### config.mk
export PLATFORM = sky130hd
export DESIGN_NAME = star_transposition_swap_gen
export DESIGN_NICKNAME = d
export VERILOG_FILES = /design/src/rtl/stg_pkg.sv /design/src/rtl/star_transposition_swap_gen.sv /design/src/rtl/stg_cell.sv
export SDC_FILE = /design/constraint.sdc
export NUM_CORES = 1
export LEC_CHECK = 0
export BUFFER_PORTS_ARGS = -buffer_cell sky130_fd_sc_hd__buf_2
export CAP_MARGIN = 20
export CORE_ASPECT_RATIO = 0.75
export CORE_UTILIZATION = 47
export CTS_CLUSTER_SIZE = 12
export DETAILED_ROUTE_END_ITERATION = 10
export SYNTH_ARGS = -nofsm -noshare
export SYNTH_HDL_FRONTEND = slang
export SYNTH_SLANG_ARGS = --single-unit
### constraint.sdc
create_clock -name clk -period 4.2 [get_ports clk]
set_clock_uncertainty 0.1 [all_clocks]
set_input_delay 0.63 -clock clk [delete_from_list [all_inputs] [get_ports clk]]
set_output_delay 0.63 -clock clk [all_outputs]
set_load 0.02 [all_outputs]
### src/rtl/stg_pkg.sv
// Shared constants, types and state codes for the star-transposition swap generator.
`default_nettype none

package stg_pkg;

  // Largest permutation size handled
  localparam int MAX_ELEMENTS = 16;
  // One cell per level, levels 1 .. MAX_ELEMENTS-1
  localparam int NUM_CELLS    = MAX_ELEMENTS - 1;
  // Buffer entry / position / counter width
  localparam int IDX_W        = 4;
  // Size register and level width (holds MAX_ELEMENTS itself)
  localparam int SIZE_W       = 5;
  localparam logic [SIZE_W-1:0] SIZE_RESET = SIZE_W'(4);
  localparam logic [SIZE_W-1:0] SIZE_MIN   = SIZE_W'(2);
  localparam logic [SIZE_W-1:0] SIZE_MAX   = SIZE_W'(MAX_ELEMENTS);

  // Sequencer states, one-hot
  typedef enum logic [1:0] {
    ST_IDLE = 2'b01,
    ST_UPD  = 2'b10
  } stg_state_t;

  // Control broadcast from the sequencer to every cell
  typedef struct packed {
    logic              restart;  // treat counters as zero and buffer as identity
    logic              upd_en;   // commit this step
    logic              rev_en;   // reverse the prefix below lvl
    logic [SIZE_W-1:0] lvl;      // level advanced this step (size when none)
    logic [SIZE_W-1:0] size;     // active permutation size
  } stg_ctl_t;

endpackage

`default_nettype wire

### src/rtl/star_transposition_swap_gen.sv
// Top level: sequencer, row of level cells and result register.
//
//  channel | ports                                   | dir | carries
//  --------+-----------------------------------------+-----+---------------------------
//  in      | in_valid, in_ready, in_restart          | in  | request beat
//  out     | out_valid, out_ready, out_swap_position,| out | swap position / finished
//          | out_finished                            |     |
//  cfg     | cfg_valid, cfg_ready, cfg_perm_size     | in  | permutation size write
//
// On accept, the level found by the carry walk through the cell row is registered;
// in the update state the cells commit and the result register loads.
// The update waits while the result register is still full and out_ready is low.
// After reset: counters zero, buffer identity, size 4, no result pending.
// Configuration is always ready; the size is clamped to 2 .. 16.
`default_nettype none

module star_transposition_swap_gen (
  input  wire                         clk,
  input  wire                         rst_n,
  input  wire                         in_valid,
  output logic                        in_ready,
  input  wire                         in_restart,
  output logic                        out_valid,
  input  wire                         out_ready,
  output logic [stg_pkg::IDX_W-1:0]   out_swap_position,
  output logic                        out_finished,
  input  wire                         cfg_valid,
  output logic                        cfg_ready,
  input  wire [stg_pkg::SIZE_W-1:0]   cfg_perm_size
);
  import stg_pkg::*;

  stg_state_t        state_r, state_nxt;
  logic [SIZE_W-1:0] size_r;
  logic [SIZE_W-1:0] size_act;
  logic              restart_r;
  logic              restart_sel;
  logic              done_r, done_nxt;
  logic              done_eff;
  logic [SIZE_W-1:0] lvl_r;
  logic [SIZE_W-1:0] lvl_f;
  logic              none_r;
  logic              go;
  logic              in_acc;
  logic              out_valid_r;
  logic [IDX_W-1:0]  out_pos_r;
  logic              out_fin_r;
  stg_ctl_t          ctl;

  logic [NUM_CELLS:0]   carry;
  logic [NUM_CELLS-1:0] hit;
  logic [IDX_W-1:0]     buf_eff [NUM_CELLS];
  logic [IDX_W-1:0]     buf_all [MAX_ELEMENTS];
  logic [IDX_W-1:0]     mirror  [NUM_CELLS];
  logic [IDX_W-1:0]     sel;

  // Handshakes
  assign cfg_ready = 1'b1;
  assign in_ready  = (state_r == ST_IDLE);
  assign in_acc    = in_valid && in_ready;
  assign go        = (state_r == ST_UPD) && (!out_valid_r || out_ready);

  // Size clamp
  always_comb begin
    if (size_r < SIZE_MIN) begin
      size_act = SIZE_MIN;
    end else if (size_r > SIZE_MAX) begin
      size_act = SIZE_MAX;
    end else begin
      size_act = size_r;
    end
  end

  assign restart_sel = (state_r == ST_UPD) ? restart_r : in_restart;
  assign done_eff    = done_r && !restart_sel;

  // Control to the cells
  always_comb begin
    ctl.restart = restart_sel;
    ctl.upd_en  = go && !done_eff;
    ctl.rev_en  = !none_r;
    ctl.lvl     = lvl_r;
    ctl.size    = size_act;
  end

  // Cell row, level k+1 in slot k
  assign carry[0] = 1'b1;
  for (genvar k = 0; k < NUM_CELLS; k++) begin : g_cell
    stg_cell u_cell (
      .clk        (clk),
      .rst_n      (rst_n),
      .cell_idx   (IDX_W'(k + 1)),
      .ctl        (ctl),
      .carry_in   (carry[k]),
      .mirror_val (mirror[k]),
      .carry_out  (carry[k+1]),
      .hit        (hit[k]),
      .buf_eff    (buf_eff[k])
    );
  end

  // Level found by the carry walk
  always_comb begin
    lvl_f = '0;
    for (int k = 0; k < NUM_CELLS; k++) begin
      if (hit[k]) begin
        lvl_f = lvl_f | SIZE_W'(k + 1);
      end
    end
  end

  // Buffer view and mirrored prefix
  always_comb begin
    buf_all[0] = '0;
    for (int k = 0; k < NUM_CELLS; k++) begin
      buf_all[k+1] = buf_eff[k];
    end
  end

  for (genvar k = 0; k < NUM_CELLS; k++) begin : g_mirror
    assign mirror[k] = buf_all[lvl_r[IDX_W-1:0] - IDX_W'(k + 1)];
  end

  assign sel = buf_all[lvl_r[IDX_W-1:0]];

  // Sequencer
  always_comb begin
    state_nxt = state_r;
    case (state_r)
      ST_IDLE: begin
        if (in_acc) state_nxt = ST_UPD;
      end
      ST_UPD: begin
        if (go) state_nxt = ST_IDLE;
      end
      default: state_nxt = ST_IDLE;
    endcase
  end

  assign done_nxt = go ? (done_eff || none_r) : done_r;

  always_ff @(posedge clk) begin
    if (!rst_n) begin
      state_r     <= ST_IDLE;
      size_r      <= SIZE_RESET;
      done_r      <= 1'b0;
      out_valid_r <= 1'b0;
    end else begin
      state_r <= state_nxt;
      done_r  <= done_nxt;
      if (cfg_valid && cfg_ready) size_r <= cfg_perm_size;
      if (go) begin
        out_valid_r <= 1'b1;
      end else if (out_ready) begin
        out_valid_r <= 1'b0;
      end
    end
  end

  // Per-item payload registers
  always_ff @(posedge clk) begin
    if (in_acc) begin
      restart_r <= in_restart;
      lvl_r     <= carry[NUM_CELLS] ? size_act : lvl_f;
      none_r    <= carry[NUM_CELLS];
    end
    if (go) begin
      out_fin_r <= done_eff || none_r;
      out_pos_r <= (done_eff || none_r) ? '0 : sel;
    end
  end

  assign out_valid         = out_valid_r;
  assign out_swap_position = out_pos_r;
  assign out_finished      = out_fin_r;

  // Checks
  a_hit_onehot: assert property (@(posedge clk) disable iff (!rst_n)
    $onehot0(hit))
    else $error("more than one level selected");

  a_lvl_range: assert property (@(posedge clk) disable iff (!rst_n)
    (state_r == ST_UPD) && !none_r |-> (lvl_r != '0) && (lvl_r < size_act))
    else $error("advanced level out of range");

  a_fin_zero: assert property (@(posedge clk) disable iff (!rst_n)
    out_valid && out_finished |-> out_swap_position == '0)
    else $error("finished beat carries a swap position");

  a_done_sticky: assert property (@(posedge clk) disable iff (!rst_n)
    done_r && !(go && restart_r) |=> done_r)
    else $error("done flag dropped without restart");

  a_acc_upd: assert property (@(posedge clk) disable iff (!rst_n)
    in_acc |=> (state_r == ST_UPD) && !in_ready)
    else $error("accepted beat did not enter update");

endmodule

`default_nettype wire

### src/rtl/stg_cell.sv
// One level cell: mixed-radix counter digit plus one work buffer entry.
`default_nettype none

module stg_cell (
  input  wire                        clk,
  input  wire                        rst_n,
  input  wire [stg_pkg::IDX_W-1:0]   cell_idx,    // tied to this cell's level
  input  wire stg_pkg::stg_ctl_t     ctl,
  input  wire                        carry_in,    // all lower levels full
  input  wire [stg_pkg::IDX_W-1:0]   mirror_val,  // buffer entry at lvl - cell_idx
  output logic                       carry_out,
  output logic                       hit,         // this cell is the level to advance
  output logic [stg_pkg::IDX_W-1:0]  buf_eff
);
  import stg_pkg::*;

  logic [IDX_W-1:0] cnt_r, cnt_nxt;
  logic [IDX_W-1:0] buf_r, buf_nxt;
  logic [IDX_W-1:0] cnt_eff;
  logic             active;
  logic             full;
  logic             below_lvl;
  logic             at_lvl;

  // Values seen by this step, with restart folded in
  assign cnt_eff = ctl.restart ? '0 : cnt_r;
  assign buf_eff = ctl.restart ? cell_idx : buf_r;

  // Carry walk: a full level passes the carry on, levels at or past size pass it too
  assign active    = {1'b0, cell_idx} < ctl.size;
  assign full      = active && (cnt_eff >= cell_idx);
  assign carry_out = carry_in && (full || !active);
  assign hit       = carry_in && active && !full;

  assign below_lvl = {1'b0, cell_idx} < ctl.lvl;
  assign at_lvl    = {1'b0, cell_idx} == ctl.lvl;

  // Clear below the level, bump at the level, reverse the prefix
  always_comb begin
    cnt_nxt = cnt_r;
    buf_nxt = buf_r;
    if (ctl.upd_en) begin
      if (below_lvl) begin
        cnt_nxt = '0;
      end else if (at_lvl) begin
        cnt_nxt = cnt_eff + IDX_W'(1);
      end else begin
        cnt_nxt = cnt_eff;
      end
      buf_nxt = (ctl.rev_en && below_lvl) ? mirror_val : buf_eff;
    end
  end

  always_ff @(posedge clk) begin
    if (!rst_n) begin
      cnt_r <= '0;
      buf_r <= cell_idx;
    end else begin
      cnt_r <= cnt_nxt;
      buf_r <= buf_nxt;
    end
  end

endmodule

`default_nettype wire

==> summary.md <==
| Metric | Value |
|---|---|
| Status | `finished, final reports clean` |
| Max IR drop VDD | `0.000285 V` |
| Routed length per instance | `22.6 µm` |
| Area of the die | `0.0255 mm²` |
| Half-perimeter wire length after placement | `29,200 µm` |
| Synthesized cell area | `0.0117 mm²` |
| Syn Area/Cell | `7.88 µm²` |
| Setup ws final | `0.637 ns` |
| CP Capture Type | `flop` |
| Clk pin slew, worst setup/hold paths | `0.07 ns` |
| Syn nets | `1,532` |
| Grt total ovfl | `0` |
| Seq. cell area | `0.00294 mm²` |
| PD cells | `289 mW/mm²` |
| Yosys reg bits | `141` |
| First-pass GRT wire length | `61,700 µm` |
| Clk network pwr share | `0.453` |
| Die W | `184 µm` |
| Yosys cell types | `83` |
| Layout cell share with drive strength beyond 1 | `0.113` |
| Fin crit period | `3.56 ns` |
| Reg2Reg Depth | `11` |
| P_int | `2600 µW` |
| Seq/Total Area, Yosys | `0.252` |
| Total power | `3660 µW` |
| Setup TNS | `0 ns` |
| I/O Pins | `19` |
| CTS Buf Count | `17` |
| # setup viols final | `0` |
| CTS Buffer Depth | `2` |
| CTS tree | `done` |
| Met2 usage | `0.420` |
| Net Sw Frac | `0.290` |
| Post-synth top flop | `dfxtp_1` |
| Total Wirelength | `40,200 µm` |
| Number of port buffers | `17` |
| R2r startpoint | `restart_r` |
| Sequential share of power | `0.383` |
| Clock Sink Count | `141` |
| Tot GR Track Use | `0.319` |
| Gate Count Post-Synth | `1,481` |
| Initial antenna violation count | `1` |
| Most common cell after layout, fill and taps aside | `nand2_1` |
| Hold path startpoint | `cfg_perm_size[2]` |
| DR vias | `11,608` |
| Worst Hold Path Cells | `3` |
| GP Congestion | `0.998` |
| Detailed Routing Iterations Pass 1 | `6` |
| Number of synthesized flops with an enable pin | `12` |
| FILL cells | `2,367` |
| Max-Cap Viols | `0` |
| DR iter-0 viols | `1,444` |
| Min Hold Slack | `0.313 ns` |
| Hold Buf Count CTS | `0` |
| Fmax | `0.281 GHz` |
| Largest net degree at the start of global routing | `96` |
| M1 GR Usage | `0.511` |
| WHS Endpoint | `size_r[2]` |
| Crit Path Category | `flop to flop` |
| Vias per inst | `6.53` |
| Fin. Hold Viols | `0` |
| RSZ-0062 raised after global routing | `no` |
| H-tree level count | `4` |
| Antenna Violating Nets Remaining | `0` |
| Fin nets | `1,486` |
| R2r setup slk | `0.64 ns` |
| Initial Util | `0.483` |
| Synth top area share | `0.221` |
| Synth top area cells | `dfxtp_1 (22%), mux2i_1 (5.8%), nand2_1 (5.8%)` |
| Synth area leader | `dfxtp_1` |
| Logic gate share of total power | `0.164` |
| CP Max Fanout | `16` |
| Synth warn | `0` |
| Data arrival, critical path | `3.66 ns` |
| Met3 Use GR | `0.0814` |
| Hold/Removal Path Class | `input pin to flop` |
| Crit path from | `restart_r` |
| Antenna cells | `0` |
| CTS root buffer | `clkbuf_16` |
| Reg2reg end | `lvl_r[4]` |
| Final Max Tran Viols | `0` |
| Core Util, Final | `0.525` |
| Leak | `0.00480 µW` |
| Async S/R FF share, synth | `0` |
| Vias in the first global route | `10,026` |
| DIE HEIGHT | `138 µm` |
| Critical Path RT | `4.30 ns` |
| Post_cts resized | `0` |
| DRC violations left | `0` |
| Most frequent cells in the layout | `nand2_1 (179), dfxtp_1 (129), o21ai_0 (102), nor2_1 (93), a21oi_1 (85)` |
| # Post-CTS Setup Buffers | `0` |
| Least-Margin Pin Slew | `1.06 ns` |
| Area of the core | `0.0242 mm²` |
| Worst slack at placement | `0.739 ns` |
| Max-slew headroom | `0.290` |
| Sw power | `1060 µW` |
| Site Rows | `49` |
| Multi-input gate area | `0.00813 mm²` |
| Worst-skew pair later-pin latency | `0.44 ns` |
| GR peak layer | `met1` |
| Worst Setup Start Kind | `flop` |
| Fin crit share | `0.848` |
| Area growth syn-to-layout | `8.71%` |
==> Yosys cell counts, drive strengths merged, types with 12 or more instances <==
cell,instances
a211oi,24
a21boi,31
a21oi,86
a22oi,15
a31oi,14
and2,43
and3,14
buf,48
clkbuf,76
dfxtp,129
edfxtp,12
ha,40
inv,29
mux2,16
mux2i,68
mux4,28
nand2,179
nand3,42
nand4,22
nor2,93
nor2b,41
nor3,53
o211ai,19
o21ai,106
o22ai,14
or3,12
xnor2,36
==> through the flow <==
stage	cell area, µm²	cells
global route	12700	1779
global placement	12000	1747
CTS	12700	1779
detailed placement	12000	1747
floorplan	11700	1481
finish	12700	1779
==> cells by family after synthesis <==
group,synth area share
AO/OA/AOI/OAI,0.248
AND/OR/NAND/NOR,0.243
adder cells (fa/ha/maj),0.0429
buffers and inverters,0.0548
XOR/XNOR,0.0307
multiplexers,0.128
other,0.000322
flip-flops,0.252
==> sequential cells by signal, summed over array words and instances (netlist names), 2 cells and up <==
name                 flops
g_cell.u_cell.buf_r     60
g_cell.u_cell.cnt_r     60
lvl_r                    5
size_r                   5
out_swap_position        4
state_r                  2
==> worst max-delay path, cell delays in order (launching register included) <==
cell and delay, ns:
edfxtp_1 0.53, and3b_1 0.29, a21oi_4 0.49, buf_4 0.33, and2_1 0.18, inv_1 0.06, ha_1 0.19, nor2b_1 0.23
o21ai_0 0.26, nand4_1 0.24, and2b_2 0.27, and2_1 0.16
==> per-layer routing <==
layer | vias to the layer above | wire length, µm
met2 | 609 | 15900
met4 | 0 | 331
met3 | 29 | 4800
li1 | 5391 | -
met5 | - | 0
met1 | 5579 | 19200
==> final cells by class <==
class,instances,share of cell area
Multi-Input combinational cell,1185,0.641
Clock buffer,23,0.0394
Tap cell,331,0.0327
Sequential cell,141,0.232
Timing Repair Buffer,59,0.0355
Clock inverter,9,0.0104
Inverter,31,0.00918
==> power groups by stage <==
stage	clock [µW]	combinational [µW]	sequential, µW
3_5_place_dp	0	587	1430
2_1_floorplan	0	428	1410
6_report	1660	603	1400
4_1_cts	1680	589	1400
3_3_place_gp	0	585	1430
5_1_grt	1740	646	1400
==> worst max path at each step <==
stage,slack [ns],endpoint
floorplan,0.49,lvl_r[4]
global placement,0.81,lvl_r[1]
detailed placement,0.74,lvl_r[1]
CTS,0.72,lvl_r[1]
global route,0.39,lvl_r[1]
finish,0.64,lvl_r[4]
No activity file was read; power rests on OpenSTA's default activity.
